## config.mk

```make
export PLATFORM = sky130hd
export DESIGN_NAME = sorted_priority_deque_top
export DESIGN_NICKNAME = d
export VERILOG_FILES = /design/src/rtl/spd_pkg.sv /design/src/rtl/sorted_priority_deque_top.sv /design/src/rtl/spd_ctrl.sv /design/src/rtl/spd_dp.sv
export SDC_FILE = /design/constraint.sdc
export NUM_CORES = 2
export LEC_CHECK = 0
export ABC_AREA = 1
export CORE_MARGIN = 2
export CORE_UTILIZATION = 50
export DETAILED_ROUTE_END_ITERATION = 10
export DONT_BUFFER_PORTS = 1
export GPL_ROUTABILITY_DRIVEN = 1
export GPL_TIMING_DRIVEN = 0
export SYNTH_ARGS = -nofsm -noshare
export SYNTH_HDL_FRONTEND = slang
export SYNTH_SLANG_ARGS = --single-unit
```

## constraint.sdc

```tcl
create_clock -name i_clk -period 11.4 [get_ports i_clk]
set_input_delay 0.57 -clock i_clk [delete_from_list [all_inputs] [get_ports i_clk]]
set_output_delay 0.57 -clock i_clk [all_outputs]
set_load 0.02 [all_outputs]
```

## src/rtl/spd_pkg.sv

```systemverilog
package spd_pkg;

    localparam int CAPACITY_DEF       = 16;
    localparam int VALUE_WIDTH_DEF    = 32;
    localparam int PRIORITY_WIDTH_DEF = 16;

    localparam int FUNC_W   = 3;
    localparam int STATUS_W = 2;

    typedef enum logic [FUNC_W-1:0] {
        FN_INS_FRONT = 3'd0,
        FN_INS_BACK  = 3'd1,
        FN_INS_SORT  = 3'd2,
        FN_REM_FRONT = 3'd3,
        FN_REM_BACK  = 3'd4
    } t_func;

    typedef enum logic [STATUS_W-1:0] {
        ST_OK    = 2'd0,
        ST_EMPTY = 2'd1,
        ST_FULL  = 2'd2
    } t_status;

    typedef enum logic [1:0] {
        S_IDLE,
        S_CMP,
        S_EXEC
    } t_state;

    typedef struct packed {
        logic load;
        logic compare;
        logic commit;
    } t_dp_cmd;

endpackage

```

## src/rtl/sorted_priority_deque_top.sv

```systemverilog
// Ordered store of value/priority pairs, up to CAPACITY entries, front at position 0.
// Raise start with func, item_value and item_priority while busy is low; the request is
// taken at that edge. busy then stays high through a compare state (in which every entry
// checks its priority against the new one in parallel) and a commit state (in which the
// entries to be moved shift together), and the result appears on the cycle after the commit
// state with o_valid high for exactly one cycle. The receiver cannot stall: capture the
// result when o_valid is high. A new request is taken in that same cycle, but none while
// busy is high. Sorted inserts go ahead of the first entry of strictly greater priority,
// keeping equal priorities in arrival order.
module sorted_priority_deque_top
    import spd_pkg::*;
#(
    parameter int CAPACITY       = CAPACITY_DEF,
    parameter int VALUE_WIDTH    = VALUE_WIDTH_DEF,
    parameter int PRIORITY_WIDTH = PRIORITY_WIDTH_DEF,
    parameter int CNT_W          = $clog2(CAPACITY + 1)
) (
    input  logic                      i_clk,
    input  logic                      i_rst_n,
    input  logic                      start,
    output logic                      busy,
    input  logic [FUNC_W-1:0]         i_func,
    input  logic [VALUE_WIDTH-1:0]    i_item_value,
    input  logic [PRIORITY_WIDTH-1:0] i_item_priority,
    output logic                      o_valid,
    output logic [STATUS_W-1:0]       o_status,
    output logic [VALUE_WIDTH-1:0]    o_removed_value,
    output logic [PRIORITY_WIDTH-1:0] o_removed_priority,
    output logic [CNT_W-1:0]          o_occupancy
);

    t_dp_cmd cmd;

    spd_ctrl u_ctrl (
        .i_clk   (i_clk),
        .i_rst_n (i_rst_n),
        .start   (start),
        .busy    (busy),
        .o_cmd   (cmd)
    );

    spd_dp #(
        .CAPACITY       (CAPACITY),
        .VALUE_WIDTH    (VALUE_WIDTH),
        .PRIORITY_WIDTH (PRIORITY_WIDTH),
        .CNT_W          (CNT_W)
    ) u_dp (
        .i_clk              (i_clk),
        .i_rst_n            (i_rst_n),
        .i_cmd              (cmd),
        .i_func             (i_func),
        .i_item_value       (i_item_value),
        .i_item_priority    (i_item_priority),
        .o_valid            (o_valid),
        .o_status           (o_status),
        .o_removed_value    (o_removed_value),
        .o_removed_priority (o_removed_priority),
        .o_occupancy        (o_occupancy)
    );

endmodule

```

## src/rtl/spd_ctrl.sv

```systemverilog
module spd_ctrl
    import spd_pkg::*;
(
    input  logic    i_clk,
    input  logic    i_rst_n,
    input  logic    start,
    output logic    busy,
    output t_dp_cmd o_cmd
);

    t_state r_state;
    t_state n_state;

    always_ff @(posedge i_clk) begin
        if (!i_rst_n) begin
            r_state <= S_IDLE;
        end else begin
            r_state <= n_state;
        end
    end

    always_comb begin
        n_state       = r_state;
        o_cmd         = '0;
        busy          = 1'b1;
        unique case (r_state)
            S_IDLE: begin
                busy = 1'b0;
                if (start) begin
                    o_cmd.load = 1'b1;
                    n_state    = S_CMP;
                end
            end
            S_CMP: begin
                o_cmd.compare = 1'b1;
                n_state       = S_EXEC;
            end
            S_EXEC: begin
                o_cmd.commit = 1'b1;
                n_state      = S_IDLE;
            end
            default: begin
                n_state = S_IDLE;
            end
        endcase
    end

endmodule

```

## src/rtl/spd_dp.sv

```systemverilog
module spd_dp
    import spd_pkg::*;
#(
    parameter int CAPACITY       = CAPACITY_DEF,
    parameter int VALUE_WIDTH    = VALUE_WIDTH_DEF,
    parameter int PRIORITY_WIDTH = PRIORITY_WIDTH_DEF,
    parameter int CNT_W          = $clog2(CAPACITY + 1)
) (
    input  logic                      i_clk,
    input  logic                      i_rst_n,
    input  t_dp_cmd                   i_cmd,
    input  logic [FUNC_W-1:0]         i_func,
    input  logic [VALUE_WIDTH-1:0]    i_item_value,
    input  logic [PRIORITY_WIDTH-1:0] i_item_priority,
    output logic                      o_valid,
    output logic [STATUS_W-1:0]       o_status,
    output logic [VALUE_WIDTH-1:0]    o_removed_value,
    output logic [PRIORITY_WIDTH-1:0] o_removed_priority,
    output logic [CNT_W-1:0]          o_occupancy
);

    localparam int IDX_W = (CAPACITY > 1) ? $clog2(CAPACITY) : 1;

    // request held for the duration of the operation
    logic [FUNC_W-1:0]         r_func;
    logic [VALUE_WIDTH-1:0]    r_val;
    logic [PRIORITY_WIDTH-1:0] r_pri;

    logic [VALUE_WIDTH-1:0]    r_val_q [CAPACITY];
    logic [PRIORITY_WIDTH-1:0] r_pri_q [CAPACITY];
    logic [CAPACITY-1:0]       r_lt;
    logic [CNT_W-1:0]          r_cnt;

    logic                      r_valid;
    logic [STATUS_W-1:0]       r_status;
    logic [VALUE_WIDTH-1:0]    r_rv;
    logic [PRIORITY_WIDTH-1:0] r_rp;

    logic                      full;
    logic                      empty;
    logic                      ins_ok;
    logic                      rem_front_ok;
    logic                      rem_back_ok;
    logic [CAPACITY-1:0]       cnt_oh;
    logic [CAPACITY-1:0]       pos_vec;
    logic [CAPACITY-1:0]       first;
    logic [CAPACITY-1:0]       ge;
    logic [CNT_W-1:0]          cnt_m1;
    logic [IDX_W-1:0]          back_idx;
    logic [CNT_W-1:0]          n_cnt;
    logic [STATUS_W-1:0]       n_status;
    logic [VALUE_WIDTH-1:0]    n_rv;
    logic [PRIORITY_WIDTH-1:0] n_rp;

    always_ff @(posedge i_clk) begin
        if (i_cmd.load) begin
            r_func <= i_func;
            r_val  <= i_item_value;
            r_pri  <= i_item_priority;
        end
    end

    assign full     = (r_cnt == CNT_W'(CAPACITY));
    assign empty    = (r_cnt == '0);
    assign cnt_oh   = CAPACITY'(1) << r_cnt;
    assign cnt_m1   = r_cnt - 1'b1;
    assign back_idx = cnt_m1[IDX_W-1:0];

    always_comb begin
        ins_ok       = 1'b0;
        rem_front_ok = 1'b0;
        rem_back_ok  = 1'b0;
        pos_vec      = cnt_oh;
        n_cnt        = r_cnt;
        n_status     = ST_OK;
        n_rv         = '0;
        n_rp         = '0;
        unique case (r_func)
            FN_INS_FRONT, FN_INS_BACK, FN_INS_SORT: begin
                if (full) begin
                    n_status = ST_FULL;
                end else begin
                    ins_ok = 1'b1;
                    n_cnt  = r_cnt + 1'b1;
                end
                if (r_func == FN_INS_FRONT) begin
                    pos_vec = CAPACITY'(1);
                end else if (r_func == FN_INS_SORT) begin
                    // first held entry of strictly greater priority, else the back
                    pos_vec = r_lt | cnt_oh;
                end
            end
            FN_REM_FRONT: begin
                if (empty) begin
                    n_status = ST_EMPTY;
                end else begin
                    rem_front_ok = 1'b1;
                    n_cnt        = cnt_m1;
                    n_rv         = r_val_q[0];
                    n_rp         = r_pri_q[0];
                end
            end
            FN_REM_BACK: begin
                if (empty) begin
                    n_status = ST_EMPTY;
                end else begin
                    rem_back_ok = 1'b1;
                    n_cnt       = cnt_m1;
                    n_rv        = r_val_q[back_idx];
                    n_rp        = r_pri_q[back_idx];
                end
            end
            default: begin
                n_status = ST_OK;
            end
        endcase
    end

    // isolate lowest set bit, then mark every cell at or above it
    assign first = pos_vec & (~pos_vec + 1'b1);
    assign ge    = ~(first - 1'b1);

    for (genvar i = 0; i < CAPACITY; i++) begin : g_cell
        logic below;
        assign below = (CNT_W'(i) < r_cnt);

        always_ff @(posedge i_clk) begin
            if (i_cmd.compare) begin
                r_lt[i] <= below && (r_pri < r_pri_q[i]);
            end
        end

        always_ff @(posedge i_clk) begin
            if (i_cmd.commit && ins_ok && first[i]) begin
                r_val_q[i] <= r_val;
                r_pri_q[i] <= r_pri;
            end else if (i_cmd.commit && ins_ok && ge[i] && (i > 0)) begin
                r_val_q[i] <= r_val_q[(i > 0) ? i - 1 : 0];
                r_pri_q[i] <= r_pri_q[(i > 0) ? i - 1 : 0];
            end else if (i_cmd.commit && rem_front_ok && (i < CAPACITY - 1)) begin
                r_val_q[i] <= r_val_q[(i < CAPACITY - 1) ? i + 1 : i];
                r_pri_q[i] <= r_pri_q[(i < CAPACITY - 1) ? i + 1 : i];
            end
        end
    end

    always_ff @(posedge i_clk) begin
        if (!i_rst_n) begin
            r_cnt   <= '0;
            r_valid <= 1'b0;
        end else begin
            r_valid <= i_cmd.commit;
            if (i_cmd.commit) begin
                r_cnt <= n_cnt;
            end
        end
    end

    always_ff @(posedge i_clk) begin
        if (i_cmd.commit) begin
            r_status <= n_status;
            r_rv     <= n_rv;
            r_rp     <= n_rp;
        end
    end

    assign o_valid            = r_valid;
    assign o_status           = r_status;
    assign o_removed_value    = r_rv;
    assign o_removed_priority = r_rp;
    assign o_occupancy        = r_cnt;

`ifndef SYNTHESIS
    a_cnt_bound: assert property (@(posedge i_clk) disable iff (!i_rst_n)
        r_cnt <= CNT_W'(CAPACITY))
        else $error("occupancy above capacity");

    a_result_follows: assert property (@(posedge i_clk) disable iff (!i_rst_n)
        i_cmd.commit |=> r_valid)
        else $error("commit without result strobe");

    a_ins_onehot: assert property (@(posedge i_clk) disable iff (!i_rst_n)
        (i_cmd.commit && ins_ok) |-> $onehot(first))
        else $error("insert position not one-hot");

    a_ins_count: assert property (@(posedge i_clk) disable iff (!i_rst_n)
        (i_cmd.commit && ins_ok) |=> (r_cnt == $past(r_cnt) + 1'b1))
        else $error("insert did not advance occupancy");

    a_rem_count: assert property (@(posedge i_clk) disable iff (!i_rst_n)
        (i_cmd.commit && (rem_front_ok || rem_back_ok)) |=>
            (r_cnt == $past(r_cnt) - 1'b1))
        else $error("removal did not drop occupancy");
`endif

endmodule
```

==> impl_metrics.py <==
metrics = {
    "synth": {
        "synth_top_family_by_area": "simple AND/OR/NAND/NOR gates",
        "synth_enable_flop_cells": 885,
        "synth.largest_area_cell": "edfxtp_1",
        "ys_seq_area_share_pct": 47.07,
        "synth_xor_area_share_pct": 0.04625,
        "yosys-top-cells-area": "edfxtp_1 (47%), nand2_1 (11%), nand3_1 (9.6%), o21ai_0 (8.6%), ha_1 (5.4%)",
        "synth_warnings": 0,
        "synth_area_um2": 56810,
        "avgSynthCellArea_um2": 8.037,
        "synth_compound_area_share_pct": 16.78,
        "ys.flop_type": "edfxtp_1",
        "postSynth.asyncResetShare_pct": 0,
        "synth_most_common_cell": "nand2_1",
        "synthMuxAreaShare_pct": 0,
        "synth_cell_types": 40,
        "ys_ff_latch": 893,
        "synth_top_area_share_pct": 46.78,
        "synthTopCellsByCount": "nand2_1 (1,662), nand3_1 (1,085), o21ai_0 (979)",
        "synthSimpleGateAreaFrac_pct": 21.91,
        "syn_inst": 7068,
        "yosys.area_share.adder_pct": 5.440,
        "synth_nets": 7369,
    },
    "global_route": {
        "grt_antenna_before_repair": 12,
        "grt_usage_pct": 42.39,
        "grt_pass1_wl_um": 354500,
        "use_met2_pct": 58.32,
        "use_met1_pct": 60.58,
        "met3_usage_pct": 16.73,
        "grt_max_degree": 58,
        "top_usage_layer": "met1",
        "overflow": 0,
        "grt_pass1_vias": 50610,
    },
    "clock_tree": {
        "clock_latency_ns": 0.75,
        "cts_buffer_depth": 3,
        "htreeDepth": 3,
        "cts_tree": "yes",
        "numClockSinks": 893,
        "numCtsBuffers": 105,
        "cts_root_buf": "clkbuf_16",
        "post_cts_buffers": 0,
        "path_clk_slew_ns": 0.06,
    },
    "critical_path": {
        "critPathLaunch": "u_dp.o_occupancy[0]$_SDFFE_PN0P_",
        "start_kind": "flip-flop",
        "slowest_delay_ns": 0.99,
        "slowest_stage": "buf_1",
        "worstSetupPathType": "flip-flop to flip-flop",
        "cp_cell_sequence": "inv_2, clkbuf_1, clkbuf_1, ha_1, clkbuf_1, inv_2, clkbuf_1, buf_1, nand3_1, nand3_1, nand3_1, nand3_1, nand2_1",
        "endpoint_kind": "flip-flop",
        "cp_max_fo": 12,
        "path_delay_family": "buffers and inverters",
        "cp_num_buf_inv": 7,
        "required_ns": 11.89,
        "cp_data_arrival_time_ns": 8.01,
        "timing.rr.start": "u_dp.o_occupancy[0]$_SDFFE_PN0P_",
    },
    "route": {
        "via_per_inst": 6.268,
        "drtPass1Iterations": 8,
        "drc": 0,
        "num_vias": 55440,
        "drtIter0Drc": 9850,
        "route.final.wire_length_um": 252600,
        "wl_per_cell_um": 28.56,
        "drtAntennaViolNets": 0,
    },
    "timing": {
        "max-slew-margin-rel_pct": 2.311,
        "fin_crit_ns": 7.522,
        "min_period_over_period_pct": 65.98,
        "rsz0062_at_grt": "false",
        "max_freq_ghz": 0.1329,
        "hold_violations": 0,
        "clock_skew_ns": 0.02905,
        "setup_viol": 0,
        "worst_hold_slack_ns": 0.06655,
        "tightest_slew_ns": 1.465,
        "drv_slew": 0,
        "tns_ns": 0,
    },
    "min_path": {
        "hold_path.class": "primary input to flip-flop",
        "hold_start": "start",
    },
    "placed_design": {
        "dp.cells": 8588,
        "gp_congestion": 1.035,
        "portBuffers": 0,
        "dp_hpwl_um": 204000,
    },
    "cells_and_area": {
        "area_delta_synth_final_pct": 11.29,
        "instances_no_fill": 8844,
        "num-fill-cells": 10690,
        "layout.nets": 7548,
        "drive_above_1_share_pct": 6.473,
    },
    "pwr": {
        "total_power_mw": 8.507,
        "peakVddDrop_v": 0.0001251,
        "total_leakage_power_nw": 26.07,
        "power_density_nw_per_um2": 134.6,
    },
    "outcome": {
        "status": "completed",
    },
    "job": {
        "cap_viol_max_count": 0,
    },
    "floorplanning": {
        "die_height_um": 341.1,
        "core_area_um2": 112700,
        "die_w_um": 341.1,
        "rows": 123,
        "die-area_um2": 116300,
        "ioPinCount": 111,
        "start_util_pct": 50.43,
    },
}
## cells in the final DEF (no fill, tap or decap), types with 9 or more instances in the layout
master,n
clkinv_1,22
o221ai_1,23
edfxtp_1,885
nand3_1,1085
a21oi_1,482
clkbuf_16,106
buf_2,192
nor2_2,9
inv_2,13
nor3_1,22
buf_4,25
ha_1,247
clkbuf_1,303
buf_1,44
nor2_1,88
a32o_1,29
o21ai_0,978
o211ai_1,80
buf_12,18
inv_1,646
o21ai_1,148
bufinv_16,13
dlygate4sd3_1,52
nand2_2,23
o22ai_1,9
clkinv_2,32
nand4_1,12
a31oi_1,34
nand2_1,1649
## routing by layer
metal / routed length (µm) / share of wire (%) / vias to the layer above
li1: - / - / 24910
met1: 101400 / 40 / 26130
met2: 100200 / 40 / 3952
met3: 42130 / 17 / 438
met4: 8515 / 3.4 / 8
met5: 375 / 0.15 / -
## per-stage QoR
step	area (µm²)	setup slack (ns)	util, %
5_1_grt	63210	4.208	56.11
2_1_floorplan	56810	5.265	-
6_report	63220	3.878	56.12
4_1_cts	63210	4.549	56.11
3_5_place_dp	59160	4.547	52.52
3_3_place_gp	58680	1.511	52.09
## cells by family after synthesis
logic type                 Yosys count
buffers and inverters             1222
xor gates and xnor gates             3
adders and majority gates          247
and+or+nand+nor                   2906
DFF                                893
AOI/OAI and AO/OA                 1797
## worst paths after layout
kind | endpoint | slack (ns) | depth (start not counted)
min reg2reg | u_ctrl.r_state[1]$_SDFFE_PN0P_ | 0.50 | 1
min | u_ctrl.r_state[0]$_SDFFE_PN0P_ | 0.07 | 2
max reg2reg | u_dp.o_removed_value[5]$_DFFE_PP_ | 3.88 | 13
max | u_dp.o_removed_value[5]$_DFFE_PP_ | 3.88 | 13
## what timing repair did
item                      CTS  global route
gates resized for setup     0             0
hold buffers               52             0
hold endpoints to repair   55             0
## final cells by class
| class | instances | area, µm² | area share (%) |
|---|---|---|---|
| clock inverter | 79 | 803.3 | 1.271 |
| inverter | 660 | 2480 | 3.923 |
| timing repair buffer | 72 | 923.4 | 1.461 |
| antenna | 6 | 15.01 | 0.02375 |
| clock buffer | 119 | 2721 | 4.305 |
| multi-input combinational | 4953 | 25170 | 39.81 |
| buffer | 562 | 2499 | 3.952 |
| sequential | 893 | 26740 | 42.29 |
| tap | 1500 | 1877 | 2.969 |
## power breakdown
part	switching [mW]	internal (mW)	leakage (nW)
clock	1.56	2.02	1.74
combinational	0.812	0.308	16.2
sequential	0.112	3.70	8.09
total	2.48	6.03	26.1
## worst reg2reg max path, cell delays in order (launching register included)
cell and delay [ns]:
dfxtp_1 0.64, inv_2 0.45, clkbuf_1 0.94, clkbuf_1 0.62
ha_1 0.34, clkbuf_1 0.54, inv_2 0.54, clkbuf_1 0.89
buf_1 0.99, nand3_1 0.30, nand3_1 0.24, nand3_1 0.31
nand3_1 0.36, nand2_1 0.09
## registers in the layout, indices dropped and copies added (netlist names)
register                 cells
u_dp.r_lt                   16
u_dp.r_pri_q               256
u_dp.o_status                2
u_dp.r_val                  32
u_dp.r_pri                  16
u_dp.o_occupancy             5
u_ctrl.r_state               2
u_dp.o_removed_value        32
u_dp.o_valid                 1
u_dp.r_val_q               512
u_dp.r_func                  3
u_dp.o_removed_priority     16
Power figures use the tool's default switching activity.
